===== src/rtl/dbb_pkg.sv =====
`timescale 1ns / 1ps
// ----------------------------------------------------------------------------
// dbb_pkg
// Shared widths, register map, reset values and interface types for the
// dark border bounding box unit.
// ----------------------------------------------------------------------------
package dbb_pkg;

	localparam int MAX_DIM_DEF = 4096;

	localparam int CHAN_W     = 8;
	localparam int DIM_CFG_W  = 13;
	localparam int CROP_POS_W = 12;
	localparam int CROP_LEN_W = 13;
	localparam int DATA_W     = 32;
	localparam int PADDR_W    = 4;

	localparam logic [1:0] REG_FRAME_WIDTH  = 2'd0;
	localparam logic [1:0] REG_FRAME_HEIGHT = 2'd1;
	localparam logic [1:0] REG_COLOUR_MODE  = 2'd2;
	localparam logic [1:0] REG_DARK_LEVEL   = 2'd3;

	localparam logic [DIM_CFG_W-1:0] FRAME_WIDTH_RST  = 13'd640;
	localparam logic [DIM_CFG_W-1:0] FRAME_HEIGHT_RST = 13'd480;
	localparam logic                 COLOUR_MODE_RST  = 1'b0;
	localparam logic [CHAN_W-1:0]    DARK_LEVEL_RST   = 8'd30;

	typedef struct packed {
		logic              colour_mode;
		logic [CHAN_W-1:0] dark_level;
	} pix_cfg_t;

	typedef struct packed {
		logic valid;
		logic content;
	} pix_t;

endpackage


===== src/rtl/dark_border_bounding_box_unit.sv =====
`timescale 1ns / 1ps
// ----------------------------------------------------------------------------
// dark_border_bounding_box_unit
// Crop rectangle of the non-dark content of a raster-order frame.
// ----------------------------------------------------------------------------
// Usage:
//   Pixels enter on in_valid/in_stall with chan_a, chan_b, chan_c, one item
//   per pixel in raster order. One pixel is taken every cycle while the
//   result side is not blocked.
//   After the last pixel of a frame one item leaves on out_valid/out_stall
//   with crop_x, crop_y, crop_width, crop_height; an all-dark frame gives
//   0, 0, 1, 1. The result is registered: the last pixel is loaded into the
//   input register, and the result register is loaded when the box tracker
//   takes that pixel, which waits there while a held result is stalled.
//   Throughput is one pixel per cycle while no stalled result blocks a frame
//   end, set by the compare and update of the counters and box registers.
//   Frame size, colour mode and dark level sit in APB registers 4 bytes apart;
//   the user must write them between frames, unchecked; pready stays high.
//   Reset clears the counters, box and both valid flags and loads the default
//   configuration (640 x 480, gray, dark level 30); no clearing pass is needed.
//   While out_stall holds a result, pixels keep flowing until the next frame
//   end, which then waits in the input register and raises in_stall.
// ----------------------------------------------------------------------------
module dark_border_bounding_box_unit #(
	parameter int MAX_DIM = dbb_pkg::MAX_DIM_DEF
) (
	input  logic                           clk,
	input  logic                           arst_n,
	input  logic                           psel,
	input  logic                           penable,
	input  logic                           pwrite,
	input  logic [dbb_pkg::PADDR_W-1:0]    paddr,
	input  logic [dbb_pkg::DATA_W-1:0]     pwdata,
	output logic [dbb_pkg::DATA_W-1:0]     prdata,
	output logic                           pready,
	input  logic                           in_valid,
	output logic                           in_stall,
	input  logic [dbb_pkg::CHAN_W-1:0]     chan_a,
	input  logic [dbb_pkg::CHAN_W-1:0]     chan_b,
	input  logic [dbb_pkg::CHAN_W-1:0]     chan_c,
	output logic                           out_valid,
	input  logic                           out_stall,
	output logic [dbb_pkg::CROP_POS_W-1:0] crop_x,
	output logic [dbb_pkg::CROP_POS_W-1:0] crop_y,
	output logic [dbb_pkg::CROP_LEN_W-1:0] crop_width,
	output logic [dbb_pkg::CROP_LEN_W-1:0] crop_height
);
	import dbb_pkg::*;

	localparam int POS_W = $clog2(MAX_DIM);

	pix_cfg_t         pix_cfg;
	pix_t             pix_s1;
	logic             take;
	logic [POS_W-1:0] last_col;
	logic [POS_W-1:0] last_row;

	dbb_cfg_regs #(
		.MAX_DIM(MAX_DIM)
	) u_cfg (
		.clk     (clk),
		.arst_n  (arst_n),
		.psel    (psel),
		.penable (penable),
		.pwrite  (pwrite),
		.paddr   (paddr),
		.pwdata  (pwdata),
		.prdata  (prdata),
		.pready  (pready),
		.pix_cfg (pix_cfg),
		.last_col(last_col),
		.last_row(last_row)
	);

	dbb_pixel_stage u_pix (
		.clk     (clk),
		.arst_n  (arst_n),
		.in_valid(in_valid),
		.in_stall(in_stall),
		.chan_a  (chan_a),
		.chan_b  (chan_b),
		.chan_c  (chan_c),
		.pix_cfg (pix_cfg),
		.take    (take),
		.pix_s1  (pix_s1)
	);

	dbb_box_track #(
		.MAX_DIM(MAX_DIM)
	) u_box (
		.clk        (clk),
		.arst_n     (arst_n),
		.pix        (pix_s1),
		.take       (take),
		.last_col   (last_col),
		.last_row   (last_row),
		.out_valid  (out_valid),
		.out_stall  (out_stall),
		.crop_x     (crop_x),
		.crop_y     (crop_y),
		.crop_width (crop_width),
		.crop_height(crop_height)
	);

endmodule


===== src/rtl/dbb_cfg_regs.sv =====
`timescale 1ns / 1ps
// ----------------------------------------------------------------------------
// dbb_cfg_regs
// APB register file: frame size, colour mode and dark level, with the last
// column and last row derived from the clamped frame size.
// ----------------------------------------------------------------------------
module dbb_cfg_regs #(
	parameter int MAX_DIM = dbb_pkg::MAX_DIM_DEF,
	localparam int POS_W = $clog2(MAX_DIM)
) (
	input  logic                        clk,
	input  logic                        arst_n,
	input  logic                        psel,
	input  logic                        penable,
	input  logic                        pwrite,
	input  logic [dbb_pkg::PADDR_W-1:0] paddr,
	input  logic [dbb_pkg::DATA_W-1:0]  pwdata,
	output logic [dbb_pkg::DATA_W-1:0]  prdata,
	output logic                        pready,
	output dbb_pkg::pix_cfg_t           pix_cfg,
	output logic [POS_W-1:0]            last_col,
	output logic [POS_W-1:0]            last_row
);
	import dbb_pkg::*;

	localparam int CW = (POS_W + 1 > DIM_CFG_W) ? POS_W + 1 : DIM_CFG_W;

	logic [DIM_CFG_W-1:0] frame_width_q;
	logic [DIM_CFG_W-1:0] frame_height_q;
	logic                 colour_mode_q;
	logic [CHAN_W-1:0]    dark_level_q;
	logic                 wr_en;
	logic [1:0]           reg_idx;
	logic [CW-1:0]        fw_ext;
	logic [CW-1:0]        fh_ext;

	assign pready  = 1'b1;
	assign wr_en   = psel & penable & pwrite & pready;
	assign reg_idx = paddr[3:2];

	always_ff @(posedge clk or negedge arst_n) begin
		if (!arst_n) begin
			frame_width_q  <= FRAME_WIDTH_RST;
			frame_height_q <= FRAME_HEIGHT_RST;
			colour_mode_q  <= COLOUR_MODE_RST;
			dark_level_q   <= DARK_LEVEL_RST;
		end else if (wr_en) begin
			unique case (reg_idx)
				REG_FRAME_WIDTH:  frame_width_q  <= pwdata[DIM_CFG_W-1:0];
				REG_FRAME_HEIGHT: frame_height_q <= pwdata[DIM_CFG_W-1:0];
				REG_COLOUR_MODE:  colour_mode_q  <= pwdata[0];
				REG_DARK_LEVEL:   dark_level_q   <= pwdata[CHAN_W-1:0];
				default: ;
			endcase
		end
	end

	always_comb begin
		unique case (reg_idx)
			REG_FRAME_WIDTH:  prdata = DATA_W'(frame_width_q);
			REG_FRAME_HEIGHT: prdata = DATA_W'(frame_height_q);
			REG_COLOUR_MODE:  prdata = DATA_W'(colour_mode_q);
			REG_DARK_LEVEL:   prdata = DATA_W'(dark_level_q);
			default:          prdata = '0;
		endcase
	end

	assign fw_ext = CW'(frame_width_q);
	assign fh_ext = CW'(frame_height_q);

	always_comb begin
		priority if (fw_ext == '0)
			last_col = '0;
		else if (fw_ext > CW'(MAX_DIM))
			last_col = POS_W'(MAX_DIM - 1);
		else
			last_col = POS_W'(fw_ext - CW'(1));
	end

	always_comb begin
		priority if (fh_ext == '0)
			last_row = '0;
		else if (fh_ext > CW'(MAX_DIM))
			last_row = POS_W'(MAX_DIM - 1);
		else
			last_row = POS_W'(fh_ext - CW'(1));
	end

	assign pix_cfg.colour_mode = colour_mode_q;
	assign pix_cfg.dark_level  = dark_level_q;

endmodule


===== src/rtl/dbb_pixel_stage.sv =====
`timescale 1ns / 1ps
// ----------------------------------------------------------------------------
// dbb_pixel_stage
// Input register: classify each pixel as content or dark border and hold
// the flag until the box tracker takes it.
// ----------------------------------------------------------------------------
module dbb_pixel_stage (
	input  logic                       clk,
	input  logic                       arst_n,
	input  logic                       in_valid,
	output logic                       in_stall,
	input  logic [dbb_pkg::CHAN_W-1:0] chan_a,
	input  logic [dbb_pkg::CHAN_W-1:0] chan_b,
	input  logic [dbb_pkg::CHAN_W-1:0] chan_c,
	input  dbb_pkg::pix_cfg_t          pix_cfg,
	input  logic                       take,
	output dbb_pkg::pix_t              pix_s1
);
	import dbb_pkg::*;

	logic valid_s1;
	logic content_s1;
	logic content;
	logic load;

	always_comb begin
		if (pix_cfg.colour_mode)
			content = (chan_a > pix_cfg.dark_level) || (chan_b > pix_cfg.dark_level) ||
				(chan_c > pix_cfg.dark_level);
		else
			content = (chan_a >= pix_cfg.dark_level);
	end

	assign in_stall = valid_s1 & ~take;
	assign load     = in_valid & ~in_stall;

	always_ff @(posedge clk or negedge arst_n) begin
		if (!arst_n) begin
			valid_s1 <= 1'b0;
		end else begin
			valid_s1 <= load | (valid_s1 & ~take);
		end
	end

	always_ff @(posedge clk) begin
		if (load) begin
			content_s1 <= content;
		end
	end

	assign pix_s1.valid   = valid_s1;
	assign pix_s1.content = content_s1;

endmodule


===== src/rtl/dbb_box_track.sv =====
`timescale 1ns / 1ps
// ----------------------------------------------------------------------------
// dbb_box_track
// Raster position counters, running content box and the result register
// that holds the crop rectangle at the end of each frame.
// ----------------------------------------------------------------------------
module dbb_box_track #(
	parameter int MAX_DIM = dbb_pkg::MAX_DIM_DEF,
	localparam int POS_W = $clog2(MAX_DIM)
) (
	input  logic                           clk,
	input  logic                           arst_n,
	input  dbb_pkg::pix_t                  pix,
	output logic                           take,
	input  logic [POS_W-1:0]               last_col,
	input  logic [POS_W-1:0]               last_row,
	output logic                           out_valid,
	input  logic                           out_stall,
	output logic [dbb_pkg::CROP_POS_W-1:0] crop_x,
	output logic [dbb_pkg::CROP_POS_W-1:0] crop_y,
	output logic [dbb_pkg::CROP_LEN_W-1:0] crop_width,
	output logic [dbb_pkg::CROP_LEN_W-1:0] crop_height
);
	import dbb_pkg::*;

	logic [POS_W-1:0] col_q, row_q;
	logic [POS_W-1:0] top_q, bottom_q, left_q, right_q;
	logic             seen_q;
	logic             out_valid_q;

	logic [POS_W-1:0] top_nx, bottom_nx, left_nx, right_nx;
	logic             seen_nx;
	logic             row_end, frame_end, out_free;
	logic [POS_W:0]   w_full, h_full;

	always_comb begin
		top_nx    = top_q;
		bottom_nx = bottom_q;
		left_nx   = left_q;
		right_nx  = right_q;
		seen_nx   = seen_q;
		if (pix.content) begin
			seen_nx = 1'b1;
			if (!seen_q) begin
				top_nx    = row_q;
				bottom_nx = row_q;
				left_nx   = col_q;
				right_nx  = col_q;
			end else begin
				if (row_q < top_q)    top_nx    = row_q;
				if (row_q > bottom_q) bottom_nx = row_q;
				if (col_q < left_q)   left_nx   = col_q;
				if (col_q > right_q)  right_nx  = col_q;
			end
		end
	end

	assign row_end   = col_q >= last_col;
	assign frame_end = row_end && (row_q >= last_row);
	assign out_free  = ~out_valid_q | ~out_stall;
	assign take      = pix.valid & (~frame_end | out_free);

	assign w_full = {1'b0, right_nx} - {1'b0, left_nx} + (POS_W + 1)'(1);
	assign h_full = {1'b0, bottom_nx} - {1'b0, top_nx} + (POS_W + 1)'(1);

	always_ff @(posedge clk or negedge arst_n) begin
		if (!arst_n) begin
			col_q    <= '0;
			row_q    <= '0;
			top_q    <= '0;
			bottom_q <= '0;
			left_q   <= '0;
			right_q  <= '0;
			seen_q   <= 1'b0;
		end else if (take) begin
			if (frame_end) begin
				col_q    <= '0;
				row_q    <= '0;
				top_q    <= '0;
				bottom_q <= '0;
				left_q   <= '0;
				right_q  <= '0;
				seen_q   <= 1'b0;
			end else begin
				top_q    <= top_nx;
				bottom_q <= bottom_nx;
				left_q   <= left_nx;
				right_q  <= right_nx;
				seen_q   <= seen_nx;
				if (row_end) begin
					col_q <= '0;
					row_q <= row_q + POS_W'(1);
				end else begin
					col_q <= col_q + POS_W'(1);
				end
			end
		end
	end

	always_ff @(posedge clk or negedge arst_n) begin
		if (!arst_n) begin
			out_valid_q <= 1'b0;
		end else if (take && frame_end) begin
			out_valid_q <= 1'b1;
		end else if (!out_stall) begin
			out_valid_q <= 1'b0;
		end
	end

	always_ff @(posedge clk) begin
		if (take && frame_end) begin
			if (seen_nx) begin
				crop_x      <= CROP_POS_W'(left_nx);
				crop_y      <= CROP_POS_W'(top_nx);
				crop_width  <= CROP_LEN_W'(w_full);
				crop_height <= CROP_LEN_W'(h_full);
			end else begin
				crop_x      <= '0;
				crop_y      <= '0;
				crop_width  <= CROP_LEN_W'(1);
				crop_height <= CROP_LEN_W'(1);
			end
		end
	end

	assign out_valid = out_valid_q;

`ifndef NO_ASSERTIONS
	a_box_ordered: assert property (@(posedge clk) disable iff (!arst_n)
		seen_q |-> (left_q <= right_q) && (top_q <= bottom_q))
		else $error("box corners out of order");

	a_box_idle_zero: assert property (@(posedge clk) disable iff (!arst_n)
		!seen_q |-> (top_q == '0) && (bottom_q == '0) && (left_q == '0) && (right_q == '0))
		else $error("box holds data with no content seen");

	a_frame_result: assert property (@(posedge clk) disable iff (!arst_n)
		take && frame_end |=> out_valid_q && (col_q == '0) && (row_q == '0) && !seen_q)
		else $error("frame end did not post a result and restart");

	a_no_drop: assert property (@(posedge clk) disable iff (!arst_n)
		out_valid_q && out_stall |-> !(take && frame_end))
		else $error("result overwritten while stalled");
`endif

endmodule

===== config.mk =====
export PLATFORM = sky130hd
export DESIGN_NAME = dark_border_bounding_box_unit
export DESIGN_NICKNAME = d
export VERILOG_FILES = /design/src/rtl/dbb_pkg.sv /design/src/rtl/dark_border_bounding_box_unit.sv /design/src/rtl/dbb_cfg_regs.sv /design/src/rtl/dbb_pixel_stage.sv /design/src/rtl/dbb_box_track.sv
export SDC_FILE = /design/constraint.sdc
export NUM_CORES = 1
export LEC_CHECK = 0
export BUFFER_PORTS_ARGS = -buffer_cell sky130_fd_sc_hd__buf_2
export CORE_MARGIN = 2
export CORE_UTILIZATION = 45
export DETAILED_ROUTE_END_ITERATION = 12
export HOLD_SLACK_MARGIN = 0.1
export MAX_ROUTING_LAYER = met4
export SLEW_MARGIN = 20
export SYNTH_ARGS = -nofsm -noshare
export SYNTH_HDL_FRONTEND = slang
export SYNTH_SLANG_ARGS = --single-unit
export TNS_END_PERCENT = 30

===== constraint.sdc =====
create_clock -name clk -period 8.4 [get_ports clk]
set_input_delay 0.84 -clock clk [delete_from_list [all_inputs] [get_ports clk]]
set_output_delay 0.84 -clock clk [all_outputs]
set_load 0.05 [all_outputs]

==> key figures <==
Outcome
  • Outcome: finished, final reports clean

Synth
  • Post-synthesis sequential area ratio: 0.376
  • Top cells by area, synth: dfrtp_1, ha_1, edfxtp_1, nor2_1, mux2_2
  • Yosys warnings: 0
  • Post-synthesis cell area: about 0.011 mm^2
  • Count leader, synth: ha_1
  • Register bit total from synthesis: 161
  • Post-synth top cells: ha_1, nor2_1, dfrtp_1
  • Post-synth top area cell: dfrtp_1
  • Syn avg cell area: 9.58 um^2
  • Share of synthesized registers carrying an async set or reset: 0.683
  • Synth Flop Type: dfrtp_1
  • Post-synth top area share: 0.219
  • Synth cell types: between 60 and 70
  • EDFF count, synth: 51
  • Synthesized instance count: 1191

GRT
  • First-pass GRT wire length: 41900 um
  • Vias in the first global route: between 8000 and 9000
  • Gr ovfl total: 0
  • Initial antenna violation count: 1
  • Total track usage: 0.202
  • Largest net degree at the start of global routing: 59

Cells and area
  • Fillers: 2313
  • Nets: 1493
  • Layout cells sized above 1: 0.170
  • Synthesis-to-finish area growth: 12.5%

CTS
  • Cts bufs inserted: 17
  • Hold Buf Count CTS: 0
  • Postcts setup bufs: 0
  • Skew-Pair Late Insertion Delay: approximately 0.44 ns
  • CTS max path bufs: 2
  • CTS sink cnt: 161
  • Depth of the CTS H-tree: 4
  • Root Buffer: clkbuf_16
  • CTS clk-pin slew, worst paths: 0.07 ns
  • CTS tree: yes
  • Resize count post-CTS: 0

Timing
  • TNS Setup: 0 ns
  • Clock skew: 0.0182 ns
  • Fin. max-slew vios: 0
  • RSZ-0062 raised after global routing: no
  • Final setup vio count: 0
  • Hold slack: 0.493 ns
  • Crit share post-route: 0.714
  • Worst-Margin Slew: 1.02 ns
  • Minimum clock period: around 6 ns
  • Fmax: between 0.15 and 0.2 GHz
  • Max_slew headroom: 0.320
  • Hold Vio Cnt, Final: 0

Floorplanning
  • Die width: between 150 and 200 um
  • Initial Utilization: 0.456
  • Rows: 58
  • Io pins: ~150
  • Die Ht: around 160 um
  • Core area: 0.0250 mm^2
  • Die area: 0.0267 mm^2

Routing
  • Post-detailed-route DRC marker count: 0
  • Met2 wire len: 11300 um
  • DR WL met3: 957 um
  • DRT Pass-1 Iters: 5
  • Final wirelength: 25200 um
  • Wire per inst: ~16 um
  • Vias: 8862
  • Number of routed nets with antenna violations: 0
  • DR top layer: met4
  • Drt initial violations: 466
  • Met1 wire length: 12700 um
  • Vias/cell: 5.46

Setup path
  • CP endpoint kind: primary output
  • CP startpoint kind: flip-flop
  • Crit path launch: u_cfg.fh_ext[0]
  • Worst reg-to-reg setup slack: ~3 ns
  • Worst r2r dst: u_box.left_q[9]
  • Worst Setup EP: in_stall
  • RR Startpoint: u_cfg.fh_ext[0]
  • Crit path required time: 7.56 ns
  • WS Path Type: flip-flop to primary output
  • CP max FO: 11
  • Arr. time, crit path: between 5 and 6 ns
  • Cells on worst reg2reg path: 17

Pwr
  • Maximum VDD drop: 193 uV
  • Leak pwr: 0.00591 uW
  • PD cells: 331 mW/mm^2

Place
  • Placer congestion estimate: 0.836
  • PortBufs: 110
  • DP HPWL: 18800 um

Job
  • Max cap viols: 0

Hold path
  • Min-Delay Path Class: flip-flop to flip-flop
worst max-delay path: stages (launching register included):
cell and delay, ns:
dfrtp_1 0.42, inv_1 0.09, ha_1 0.17, nor3b_1 0.34, nand2_1 0.16, or4_4 0.47, or4_1 0.61, o21a_1 0.29
a211oi_1 0.24, ha_1 0.28, and3_1 0.19, a32o_1 0.20, a211o_1 0.28, o21ai_1 0.29, nor2_1 0.19, nand4_1 0.22
inv_1 0.06, buf_2 0.21
how the worst min path moves through the flow:
stage,startpoint,end,depth (start not counted)
floorplan,u_box.bottom_q[6],u_box.bottom_q[6],1
global placement,u_box.bottom_q[6],u_box.bottom_q[6],1
detailed placement,u_box.bottom_q[6],u_box.bottom_q[6],1
CTS,u_box.bottom_q[6],u_box.bottom_q[6],1
global route,u_box.right_q[4],u_box.right_q[4],1
finish,u_box.bottom_q[6],u_box.bottom_q[6],1
metrics by stage:
stage / util / total power, uW / cell area, um^2 / setup slack (ns) / std cells
2_1_floorplan: - / 2990 / 11500 / 3.02 / 1209
3_3_place_gp: 0.488 / 3410 / 12200 / 2.90 / 1591
3_5_place_dp: 0.488 / 3450 / 12200 / 2.85 / 1591
4_1_cts: 0.513 / 4280 / 12800 / 2.37 / 1623
5_1_grt: 0.513 / 4670 / 12800 / 2.02 / 1624
6_report: 0.513 / 4250 / 12800 / 2.40 / 1624
power breakdown:
group | internal [uW] | switching (uW) | leakage (uW)
Sequential | 1060 | 150 | 0.00187
Clock | 475 | 335 | 0.000300
Combinational | 986 | 1240 | 0.00374
metal layers:
metal,GRT usage,up-vias
met5,-,-
met4,0.0495,0
met3,0.0302,18
met2,0.308,171
met1,0.282,4171
li1,-,4502
area by class of cell:
cell class / instances / area (um^2) / share of cell area
antenna: 1 / 2.50 / 0.000195
clock buffer: 19 / 433 / 0.0337
clock inverter: 13 / 171 / 0.0134
inverter: 77 / 289 / 0.0225
multi-input combinational: 898 / 6570 / 0.511
sequential: 161 / 4300 / 0.335
tap: 330 / 413 / 0.0322
timing repair buffer: 125 / 666 / 0.0519
sequential cells by signal (all words and copies together) (netlist names), 13 cells and up:
signal and cells:
u_cfg.fh_ext 13, u_box.crop_height 13, u_cfg.frame_width_q 13, u_box.crop_width 13
kinds of logic after synthesis:
family	synth area share
AO/OA/AOI/OAI	0.160
multiplexers	0.0603
other	0.000658
buffers and inverters	0.0565
AND/OR/NAND/NOR	0.153
flip-flops	0.376
XOR/XNOR	0.0307
adder cells (fa/ha/maj)	0.162
cell usage in the layout, fill, tap and decap left out, types with 19 or more instances in the layout:
| cell type | count |
|---|---|
| buf_2 | 109 |
| inv_1 | 77 |
| a21o_1 | 21 |
| nand3_1 | 19 |
| conb_1 | 20 |
| ha_1 | 144 |
| a22o_1 | 24 |
| nor2_1 | 111 |
| o21ai_0 | 64 |
| o22ai_1 | 20 |
| xnor2_1 | 23 |
| nand2_1 | 86 |
| edfxtp_1 | 51 |
| dfrtp_1 | 100 |
| mux2_2 | 36 |
| a21oi_1 | 66 |
| mux2i_1 | 26 |
| nor3_1 | 26 |
Note: power is estimated with default switching activity, not from simulation.
